==> config.mk <==
export PLATFORM = sky130hd
export DESIGN_NAME = polygon_edge_clip_stage_top
export DESIGN_NICKNAME = d
export VERILOG_FILES = /design/src/sv/pecs_pkg.sv /design/src/sv/polygon_edge_clip_stage_top.sv /design/src/sv/pecs_front.sv /design/src/sv/pecs_queue.sv /design/src/sv/pecs_back.sv
export SDC_FILE = /design/constraint.sdc
export NUM_CORES = 2
export LEC_CHECK = 0
export BUFFER_PORTS_ARGS = -buffer_cell sky130_fd_sc_hd__buf_2
export CAP_MARGIN = 25
export CORE_ASPECT_RATIO = 1.5
export CORE_MARGIN = 3
export CORE_UTILIZATION = 45
export CTS_BUF_LIST = sky130_fd_sc_hd__clkbuf_4 sky130_fd_sc_hd__clkbuf_8
export DETAILED_ROUTE_END_ITERATION = 10
export REMOVE_ABC_BUFFERS = 1
export SETUP_SLACK_MARGIN = 0.2
export SYNTH_ARGS = -nofsm -noshare
export SYNTH_HDL_FRONTEND = slang
export SYNTH_HIERARCHICAL = 1
export SYNTH_SLANG_ARGS = --single-unit
==> constraint.sdc <==
create_clock -name clk -period 9.4 [get_ports clk]
set_input_delay 0.94 -clock clk [delete_from_list [all_inputs] [get_ports clk]]
set_output_delay 0.94 -clock clk [all_outputs]
set_load 0.01 [all_outputs]
==> src/sv/pecs_pkg.sv <==
// ---------------------------------------------------------------------------
// pecs_pkg
// shared types and constants of the polygon edge clip stage
// ---------------------------------------------------------------------------
`default_nettype none
package pecs_pkg;

  localparam int COORD_W = 16;

  localparam logic [1:0] EDGE_LEFT   = 2'd0;
  localparam logic [1:0] EDGE_RIGHT  = 2'd1;
  localparam logic [1:0] EDGE_TOP    = 2'd2;
  localparam logic [1:0] EDGE_BOTTOM = 2'd3;

  localparam logic [2:0] REG_EDGE_SELECT = 3'd0;
  localparam logic [2:0] REG_MIN_X       = 3'd1;
  localparam logic [2:0] REG_MIN_Y       = 3'd2;
  localparam logic [2:0] REG_MAX_X       = 3'd3;
  localparam logic [2:0] REG_MAX_Y       = 3'd4;

  // one edge job handed from the front to the back
  typedef struct packed {
    logic signed [COORD_W-1:0] sx;
    logic signed [COORD_W-1:0] sy;
    logic signed [COORD_W-1:0] ex;
    logic signed [COORD_W-1:0] ey;
    logic                      s_in;
    logic                      e_in;
    logic                      do_edge;  // edge is clipped at all
    logic                      closing;  // final job of a polygon
    logic                      item_end; // last job of its input item
  } job_t;

  typedef struct packed {
    logic signed [COORD_W-1:0] x;
    logic signed [COORD_W-1:0] y;
    logic                      valid;
    logic                      done;
    logic                      run_end;
  } res_t;

endpackage
`default_nettype wire

==> src/sv/polygon_edge_clip_stage_top.sv <==
// ---------------------------------------------------------------------------
// polygon_edge_clip_stage_top
// one sutherland-hodgman clipping pass against a selectable window boundary
// ---------------------------------------------------------------------------
// Vertices stream in with tlast on the final one. Each edge that crosses the
// boundary costs a multiply and a serial restoring divide in the back end,
// which holds the back end until the intersection and, when the end vertex
// also survives, that vertex are out; an edge that does not cross skips both.
// A final item also clips the closing edge. A short job queue parts the
// vertex front end from the clipping back end.
`default_nettype none
module polygon_edge_clip_stage_top #(
  parameter int QUEUE_DEPTH = 4
) (
  input  wire logic        clk,
  input  wire logic        rst_n,
  input  wire logic        in_tvalid,
  output logic             in_tready,
  input  wire logic [31:0] in_tdata,   // vertex_x, vertex_y
  input  wire logic        in_tlast,   // is_last
  output logic             out_tvalid,
  input  wire logic        out_tready,
  output logic [31:0]      out_tdata,  // out_x, out_y
  output logic [1:0]       out_tuser,  // vertex_valid, polygon_done
  output logic             out_tlast,  // run_end
  input  wire logic        cfg_we,
  input  wire logic [2:0]  cfg_index,
  input  wire logic [15:0] cfg_data
);

  logic [1:0] edge_sel_r;
  logic signed [15:0] min_x_r, min_y_r, max_x_r, max_y_r;

  always_ff @(posedge clk) begin
    if (!rst_n) begin
      edge_sel_r <= pecs_pkg::EDGE_LEFT;
      min_x_r <= 16'sd4800;
      min_y_r <= 16'sd4800;
      max_x_r <= 16'sd9600;
      max_y_r <= 16'sd9600;
    end else if (cfg_we) begin
      case (cfg_index)
        pecs_pkg::REG_EDGE_SELECT: edge_sel_r <= cfg_data[1:0];
        pecs_pkg::REG_MIN_X:       min_x_r <= cfg_data;
        pecs_pkg::REG_MIN_Y:       min_y_r <= cfg_data;
        pecs_pkg::REG_MAX_X:       max_x_r <= cfg_data;
        pecs_pkg::REG_MAX_Y:       max_y_r <= cfg_data;
        default: ;
      endcase
    end
  end

  logic fj_v, fj_r, bj_v, bj_r, r_v;
  pecs_pkg::job_t fj, bj;
  pecs_pkg::res_t r;

  pecs_front u_front (
    .clk(clk), .rst_n(rst_n),
    .in_valid(in_tvalid), .in_ready(in_tready),
    .vx(in_tdata[15:0]), .vy(in_tdata[31:16]), .last(in_tlast),
    .edge_sel(edge_sel_r), .min_x(min_x_r), .min_y(min_y_r),
    .max_x(max_x_r), .max_y(max_y_r),
    .job_valid(fj_v), .job_ready(fj_r), .job(fj)
  );

  pecs_queue #(.DEPTH(QUEUE_DEPTH)) u_queue (
    .clk(clk), .rst_n(rst_n),
    .wr_valid(fj_v), .wr_ready(fj_r), .wr_data(fj),
    .rd_valid(bj_v), .rd_ready(bj_r), .rd_data(bj)
  );

  pecs_back u_back (
    .clk(clk), .rst_n(rst_n),
    .job_valid(bj_v), .job_ready(bj_r), .job(bj),
    .edge_sel(edge_sel_r), .min_x(min_x_r), .min_y(min_y_r),
    .max_x(max_x_r), .max_y(max_y_r),
    .res_valid(r_v), .res_ready(out_tready), .res(r)
  );

  assign out_tvalid = r_v;
  assign out_tdata  = {r.y, r.x};
  assign out_tuser  = {r.done, r.valid};
  assign out_tlast  = r.run_end;

endmodule
`default_nettype wire

==> src/sv/pecs_front.sv <==
// ---------------------------------------------------------------------------
// pecs_front
// accepts vertices, tracks first/previous vertex, classifies edges into jobs
// ---------------------------------------------------------------------------
`default_nettype none
module pecs_front (
  input  wire logic                              clk,
  input  wire logic                              rst_n,
  input  wire logic                              in_valid,
  output logic                                   in_ready,
  input  wire logic signed [pecs_pkg::COORD_W-1:0] vx,
  input  wire logic signed [pecs_pkg::COORD_W-1:0] vy,
  input  wire logic                              last,
  input  wire logic [1:0]                        edge_sel,
  input  wire logic signed [pecs_pkg::COORD_W-1:0] min_x,
  input  wire logic signed [pecs_pkg::COORD_W-1:0] min_y,
  input  wire logic signed [pecs_pkg::COORD_W-1:0] max_x,
  input  wire logic signed [pecs_pkg::COORD_W-1:0] max_y,
  output logic                                   job_valid,
  input  wire logic                              job_ready,
  output pecs_pkg::job_t                         job
);

  logic signed [pecs_pkg::COORD_W-1:0] first_x_r, first_y_r, prev_x_r, prev_y_r;
  logic signed [pecs_pkg::COORD_W-1:0] last_x_r, last_y_r;
  logic have_first_r;
  logic pend_close_r, pend_close_nxt; // closing edge still to be issued

  function automatic logic inside_f(input logic [1:0] es,
                                    input logic signed [pecs_pkg::COORD_W-1:0] x,
                                    input logic signed [pecs_pkg::COORD_W-1:0] y,
                                    input logic signed [pecs_pkg::COORD_W-1:0] mnx,
                                    input logic signed [pecs_pkg::COORD_W-1:0] mny,
                                    input logic signed [pecs_pkg::COORD_W-1:0] mxx,
                                    input logic signed [pecs_pkg::COORD_W-1:0] mxy);
    logic r;
    case (es)
      pecs_pkg::EDGE_LEFT:  r = (x >= mnx);
      pecs_pkg::EDGE_RIGHT: r = (x <= mxx);
      pecs_pkg::EDGE_TOP:   r = (y <= mxy);
      default:              r = (y >= mny);
    endcase
    return r;
  endfunction

  // first vertex of the polygon as the closing edge will see it
  logic signed [pecs_pkg::COORD_W-1:0] fx, fy;
  logic close_emits;
  assign fx = have_first_r ? first_x_r : vx;
  assign fy = have_first_r ? first_y_r : vy;
  assign close_emits = inside_f(edge_sel, vx, vy, min_x, min_y, max_x, max_y) ||
                       inside_f(edge_sel, fx, fy, min_x, min_y, max_x, max_y);

  logic acc;
  assign in_ready = !pend_close_r && job_ready;
  assign acc      = in_valid && in_ready;

  always_comb begin
    job = '0;
    job_valid = 1'b0;
    pend_close_nxt = pend_close_r;
    if (pend_close_r) begin
      job_valid    = 1'b1;
      job.sx       = last_x_r;
      job.sy       = last_y_r;
      job.ex       = first_x_r;
      job.ey       = first_y_r;
      job.do_edge  = 1'b1;
      job.closing  = 1'b1;
      job.item_end = 1'b1;
      if (job_ready) pend_close_nxt = 1'b0;
    end else if (in_valid) begin
      job_valid    = 1'b1;
      job.sx       = prev_x_r;
      job.sy       = prev_y_r;
      job.ex       = vx;
      job.ey       = vy;
      job.do_edge  = have_first_r;
      // a closing edge that yields nothing ends the polygon on this job
      job.closing  = last && !close_emits;
      job.item_end = !last || !close_emits;
      if (acc && last && close_emits) pend_close_nxt = 1'b1;
    end
    job.s_in = inside_f(edge_sel, job.sx, job.sy, min_x, min_y, max_x, max_y);
    job.e_in = inside_f(edge_sel, job.ex, job.ey, min_x, min_y, max_x, max_y);
  end

  always_ff @(posedge clk) begin
    if (!rst_n) begin
      have_first_r <= 1'b0;
      pend_close_r <= 1'b0;
      first_x_r <= '0;
      first_y_r <= '0;
      prev_x_r  <= '0;
      prev_y_r  <= '0;
    end else begin
      pend_close_r <= pend_close_nxt;
      if (acc) begin
        prev_x_r <= vx;
        prev_y_r <= vy;
        last_x_r <= vx;
        last_y_r <= vy;
        if (!have_first_r) begin
          first_x_r <= vx;
          first_y_r <= vy;
        end
        have_first_r <= !last;
      end
    end
  end

endmodule
`default_nettype wire

==> src/sv/pecs_queue.sv <==
// ---------------------------------------------------------------------------
// pecs_queue
// short fifo of edge jobs between front and back
// ---------------------------------------------------------------------------
`default_nettype none
module pecs_queue #(
  parameter int DEPTH = 4
) (
  input  wire logic           clk,
  input  wire logic           rst_n,
  input  wire logic           wr_valid,
  output logic                wr_ready,
  input  wire pecs_pkg::job_t wr_data,
  output logic                rd_valid,
  input  wire logic           rd_ready,
  output pecs_pkg::job_t      rd_data
);

  localparam int AW = (DEPTH > 1) ? $clog2(DEPTH) : 1;

  pecs_pkg::job_t mem_r [DEPTH];
  logic [AW-1:0] wp_r, rp_r;
  logic [AW:0]   cnt_r;
  logic wr, rd;

  assign wr_ready = (cnt_r != (AW+1)'(DEPTH));
  assign rd_valid = (cnt_r != '0);
  assign rd_data  = mem_r[rp_r];
  assign wr = wr_valid && wr_ready;
  assign rd = rd_valid && rd_ready;

  always_ff @(posedge clk) begin
    if (wr) mem_r[wp_r] <= wr_data;
  end

  always_ff @(posedge clk) begin
    if (!rst_n) begin
      wp_r <= '0;
      rp_r <= '0;
      cnt_r <= '0;
    end else begin
      if (wr) wp_r <= (wp_r == AW'(DEPTH-1)) ? '0 : wp_r + 1'b1;
      if (rd) rp_r <= (rp_r == AW'(DEPTH-1)) ? '0 : rp_r + 1'b1;
      cnt_r <= cnt_r + (AW+1)'(wr) - (AW+1)'(rd);
    end
  end

endmodule
`default_nettype wire

==> src/sv/pecs_back.sv <==
// ---------------------------------------------------------------------------
// pecs_back
// clips one edge job: serial intersection divide and result sequencing
// ---------------------------------------------------------------------------
`default_nettype none
module pecs_back (
  input  wire logic                              clk,
  input  wire logic                              rst_n,
  input  wire logic                              job_valid,
  output logic                                   job_ready,
  input  wire pecs_pkg::job_t                    job,
  input  wire logic [1:0]                        edge_sel,
  input  wire logic signed [pecs_pkg::COORD_W-1:0] min_x,
  input  wire logic signed [pecs_pkg::COORD_W-1:0] min_y,
  input  wire logic signed [pecs_pkg::COORD_W-1:0] max_x,
  input  wire logic signed [pecs_pkg::COORD_W-1:0] max_y,
  output logic                                   res_valid,
  input  wire logic                              res_ready,
  output pecs_pkg::res_t                         res
);

  localparam int W  = pecs_pkg::COORD_W;
  localparam int PW = 2*W + 2;   // product magnitude bits
  localparam int DW = W + 1;     // divisor magnitude bits

  localparam logic [2:0] ST_IDLE = 3'd0;
  localparam logic [2:0] ST_MUL  = 3'd1;
  localparam logic [2:0] ST_DIV  = 3'd2;
  localparam logic [2:0] ST_FIN  = 3'd3;
  localparam logic [2:0] ST_OUT  = 3'd4;

  logic [2:0] st_r;
  pecs_pkg::job_t j_r;
  logic signed [W:0] da_r, db_r, dn_r;
  logic signed [W-1:0] b0_r, bnd_r;
  logic [PW-1:0] q_r;
  logic [DW:0]   rem_r;
  logic [DW-1:0] dv_r;
  logic neg_r;
  logic [5:0] cnt_r;
  logic signed [W-1:0] ix_r, iy_r;
  logic phase_r;                 // 0 intersection pending, 1 end vertex pending

  // output register
  pecs_pkg::res_t ob_r;
  logic ob_v_r;
  assign res = ob_r;
  assign res_valid = ob_v_r;
  logic ob_free;
  assign ob_free = !ob_v_r || res_ready;

  assign job_ready = (st_r == ST_IDLE);

  logic xaxis;
  assign xaxis = (edge_sel == pecs_pkg::EDGE_LEFT) || (edge_sel == pecs_pkg::EDGE_RIGHT);

  logic signed [2*W+2:0] prod;
  assign prod = db_r * dn_r;

  logic [DW:0] rsh;
  assign rsh = {rem_r[DW-1:0], q_r[PW-1]};

  logic signed [PW:0] qs;
  assign qs  = neg_r ? -$signed({1'b0, q_r}) : $signed({1'b0, q_r});

  logic need_x, need_e, ob_load;

  always_comb begin
    need_x = (j_r.s_in != j_r.e_in) && !phase_r;
    need_e = j_r.e_in;
    ob_load = (st_r == ST_OUT) && ob_free &&
              ((j_r.do_edge && (need_x || need_e)) || j_r.closing);
  end

  always_ff @(posedge clk) begin
    if (!rst_n) begin
      st_r <= ST_IDLE;
      ob_v_r <= 1'b0;
      phase_r <= 1'b0;
    end else begin
      ob_v_r <= ob_load || (ob_v_r && !res_ready);
      case (st_r)
        ST_IDLE: begin
          if (job_valid) begin
            j_r <= job;
            phase_r <= 1'b0;
            if (xaxis) begin
              da_r  <= (W+1)'(job.ex) - (W+1)'(job.sx);
              b0_r  <= job.sy;
              db_r  <= (W+1)'(job.ey) - (W+1)'(job.sy);
              bnd_r <= (edge_sel == pecs_pkg::EDGE_LEFT) ? min_x : max_x;
              dn_r  <= (W+1)'((edge_sel == pecs_pkg::EDGE_LEFT) ? min_x : max_x)
                       - (W+1)'(job.sx);
            end else begin
              da_r  <= (W+1)'(job.ey) - (W+1)'(job.sy);
              b0_r  <= job.sx;
              db_r  <= (W+1)'(job.ex) - (W+1)'(job.sx);
              bnd_r <= (edge_sel == pecs_pkg::EDGE_TOP) ? max_y : min_y;
              dn_r  <= (W+1)'((edge_sel == pecs_pkg::EDGE_TOP) ? max_y : min_y)
                       - (W+1)'(job.sy);
            end
            if (job.do_edge && (job.s_in != job.e_in)) st_r <= ST_MUL;
            else st_r <= ST_OUT;
          end
        end
        ST_MUL: begin
          // no extent along the clipped axis keeps the start coordinate
          neg_r <= (da_r == '0) ? 1'b0 : (prod[2*W+2] ^ da_r[W]);
          q_r   <= (da_r == '0) ? '0 : PW'(prod[2*W+2] ? -prod : prod);
          dv_r  <= DW'(da_r[W] ? -da_r : da_r);
          rem_r <= '0;
          cnt_r <= 6'(PW);
          st_r  <= (da_r == '0) ? ST_FIN : ST_DIV;
        end
        ST_DIV: begin
          // restoring divide, one quotient bit per cycle
          if (rsh >= {1'b0, dv_r}) begin
            rem_r <= rsh - {1'b0, dv_r};
            q_r   <= {q_r[PW-2:0], 1'b1};
          end else begin
            rem_r <= rsh;
            q_r   <= {q_r[PW-2:0], 1'b0};
          end
          cnt_r <= cnt_r - 1'b1;
          if (cnt_r == 6'd1) st_r <= ST_FIN;
        end
        ST_FIN: begin
          // saturate b0 + quotient to the coordinate range
          if ((PW+1)'(b0_r) + qs > (PW+1)'(32767)) begin
            if (xaxis) iy_r <= W'(32767); else ix_r <= W'(32767);
          end else if ((PW+1)'(b0_r) + qs < -(PW+1)'(32768)) begin
            if (xaxis) iy_r <= W'(-32768); else ix_r <= W'(-32768);
          end else begin
            if (xaxis) iy_r <= W'((PW+1)'(b0_r) + qs);
            else       ix_r <= W'((PW+1)'(b0_r) + qs);
          end
          if (xaxis) ix_r <= bnd_r; else iy_r <= bnd_r;
          st_r <= ST_OUT;
        end
        ST_OUT: begin
          if (ob_free) begin
            if (j_r.do_edge && need_x) begin
              ob_r.x <= ix_r;
              ob_r.y <= iy_r;
              ob_r.valid <= 1'b1;
              ob_r.done <= j_r.closing && !need_e;
              ob_r.run_end <= j_r.item_end && !need_e;
              phase_r <= 1'b1;
              if (!need_e) st_r <= ST_IDLE;
            end else if (j_r.do_edge && need_e) begin
              ob_r.x <= j_r.ex;
              ob_r.y <= j_r.ey;
              ob_r.valid <= 1'b1;
              ob_r.done <= j_r.closing;
              ob_r.run_end <= j_r.item_end;
              st_r <= ST_IDLE;
            end else if (j_r.closing) begin
              // nothing of the final item survives
              ob_r <= '{x: '0, y: '0, valid: 1'b0, done: 1'b1, run_end: 1'b1};
              st_r <= ST_IDLE;
            end else begin
              st_r <= ST_IDLE;
            end
          end
        end
        default: st_r <= ST_IDLE;
      endcase
    end
  end

endmodule
`default_nettype wire

==> results.md <==
- Run status: finished, final reports clean
- Share of the synthesized area in the top cell type: about 32%
- Hold path cells: 1
- TritonCTS clock tree: yes
- CTS buffer count: 106
- Clock Tree Buf Depth: 3
- Worst-skew pair later-pin latency: roughly 0.8 ns
- First-pass GRT wire length: ~240000 um
- Sequential fraction of the synthesis area: between 30 and 40%
- HP Start: in_tdata[0]
- Initial antenna violation count: 7
- Fill count: around 11000
- Remaining DRCs: 0
- Reg-to-reg endpoint: u_back/q_r[31]
- Largest net degree at the start of global routing: between 100 and 150
- FF-to-FF path depth: 22
- Setup TNS: 0 ns
- Async SR Flop Fraction: 0%
- Core Region: 118000 um^2
- Io pins: 94
- Minimum clock period: ~8.2 ns
- Period utilization: 86.9%
- Least-Margin Pin Slew: around 1.1 ns
- EDFF count, synth: 570
- Yosys cell types: 96
- Worst hold endpoint: u_front/last_x_r[0]
- FF+latch area: roughly 20000 um^2
- Total gr overflow: 0
- Non-Filler Instances: between 6000 and 7000
- Layout area overhead: 8.74%
- CP startpoint kind: flop
- Post-CTS setup buffer count: 0
- Synth top cells by count: nand2_1 (731), edfxtp_1 (570), inv_1 (552)
- DR vias/cell: around 5.7
- CP Max Fanout: 17
- Synth Register Bits: just over 700
- H-tree Lvls: 3
- Number of global-route vias before repair: 40312
- Hold_buf cts: 0
- I/O Buffers: 93
- Top_reg_cell synth: edfxtp_1
- CP required: a little under 10 ns
- Max Clk Rate: between 100 and 150 MHz
- Post-synth top area cell: edfxtp_1
- Final setup viols: 0
- Max Cap Viol: 0
- Clk slew on worst S/H paths: around 0.07 ns
- Post-route ant nets: 0
- Post-cts resize count: 0
- Slew Viols, Final: 0
- DR vias: roughly 40000
- Cell with the most instances after synthesis: nand2_1
- Initial Util: between 40% and 50%
- Area contributors post-synth: edfxtp_1 (32%), fa_1 (11%), ha_1 (11%)
- Die Wd: about 290 um
- Worst Hold Class: primary input to flop
- Root buffer cell: clkbuf_8
- Post-DP HPWL: 127000 um
- Fin nets: roughly 6000
- Reg2Reg Setup Slack: around 1.2 ns
- Synth Instances: around 5200
- Worst setup EP type: flop
- # clock sinks: approximately 720
- Die Y: between 400 and 500 um
- Max transition margin: between 20% and 30%
- Avg Inst Size Synth: roughly 10 um^2
- Fraction of layout cells with a size suffix above 1: 10.7%
- Cell area after synthesis: 53400 um^2
- Row cnt: 154
- Final Hold Fails: 0
- Clock skew: a little under 0.06 ns
- Avg WL per Cell: 23.5 um
- Ys Warns: 6
- GR Util All Layers: a little over a quarter
- Die footprint: 123000 um^2
- Multi-input logic area: between 30000 and 40000 um^2
- RSZ-0062 raised after global routing: false
- First-pass detailed-route iteration total: 6
- Reg2reg start: u_back/db_r[5]
- Post-Route WL: ~160000 um
- Crit path kind: flop to flop
- Cell Count Post-Placement: 6675
- Routability Congestion: ~0.95
- Critical Path AT: 8.69 ns
- DRT iter0 DRCs: around 2500
how the worst max path moves through the flow:
stage | start | cells after the start | slack (ns) | end
finish | u_back/db_r[5] | 22 | 1.23 | u_back/q_r[31]
global route | u_back/dn_r[2] | 24 | 0.85 | u_back/q_r[31]
CTS | u_back/dn_r[2] | 24 | 1.25 | u_back/q_r[31]
detailed placement | u_back/dn_r[2] | 24 | 1.30 | u_back/q_r[31]
global placement | u_back/db_r[5] | 22 | 1.39 | u_back/q_r[31]
floorplan | edge_sel_r[1] | 16 | 1.25 | u_back/dn_r[15]
sequential cells by signal (all words and copies together), names as in the netlist, 17 cells and up, named ones only:
signal	flops
u_back/q_r	34
u_back/j_r	36
u_back/res	35
u_back/rem_r	17
u_back/db_r	17
u_back/da_r	17
u_back/dn_r	17
u_queue/mem_r	276
u_back/dv_r	17
layout by cell type (no fill, tap or decap), drive strengths merged, types with 10 or more instances in the layout:
cell type  Yosys  layout
nand2        734     734
edfxtp       570     570
inv          552     557
ha           469     469
fa           303     303
o21ai        285     285
nor2         199     199
a21oi        189     189
and2         157     157
clkbuf       153     152
buf           41     152
dfxtp        146     146
xnor2        129     129
mux2          95      95
mux2i         92      92
a21boi        85      85
nand3         74      74
nor2b         69      69
mux4          69      69
nand4         64      64
a21o          60      60
nor3          56      56
xor2          53      53
a31oi         48      48
o31ai         40      40
nand2b        39      39
o21a          38      38
or3           37      37
clkinv         0      35
a211oi        31      31
o211ai        29      29
a22o          27      27
and3          21      21
nor4          20      20
or4           18      18
or2           16      16
o41ai         14      14
bufinv         0      13
o211a         10      10
a2111oi       10      10
layout make-up:
| class | count | share of cell area [%] |
|---|---|---|
| Antenna cell | 3 | 0.0129 |
| Tap cell | 1560 | 3.36 |
| Clock buffer | 146 | 3.12 |
| Multi-Input combinational cell | 3698 | 52.6 |
| Inverter | 552 | 3.57 |
| Clock inverter | 56 | 1.12 |
| Sequential cell | 716 | 34.5 |
| Timing Repair Buffer | 158 | 1.72 |
metrics by stage:
step	utilization, %	cell area (um^2)	setup slack [ns]	hold slack, ns
floorplan	-	52600	1.25	0.444
global placement	47.2	55500	1.39	0.452
detailed placement	47.2	55500	1.30	0.458
CTS	49.3	58000	1.25	0.308
global route	49.4	58100	0.847	0.353
finish	49.4	58100	1.23	0.405
logic make-up (layout without fill, tap and decap cells):
kind of cell    Yosys count  count (layout)  share of synthesized area [%]
simple gates           1541            1541                           13.6
other cells               0               3                              0
compound gates          947             947                           11.5
fa+ha+maj               772             772                           22.3
flops                   716             716                           37.5
buf+inv                 746             912                           5.45
mux                     256             256                           6.63
xor+xnor                182             182                           3.00
per-layer routing:
layer  wire length (um)  track usage (%)  up-vias
li1                   -                -    18289
met1              58000             28.0    19337
met2              84700             48.1     1013
met3               6050             3.07      404
met4              13100             18.3        6
met5                 30                0        -
worst max-delay path, stage by stage, from the launching register on:
cell	delay [ns]
edfxtp_1	0.67
and2_1	0.31
fa_1	0.54
inv_1	0.06
fa_1	0.56
fa_1	0.43
fa_1	0.49
inv_1	0.05
fa_1	0.53
inv_1	0.05
fa_1	0.53
inv_1	0.05
ha_1	0.37
a21o_1	0.20
a2bb2oi_1	0.38
o21ai_0	0.31
o21ai_0	0.42
mux2_2	0.40
a311oi_1	0.39
nand4_1	0.32
o41ai_1	0.48
xor2_1	0.12
a22o_1	0.21
Power is not shown: default switching activity piles up to over one toggle a cycle in this logic, so the estimate is an artifact.
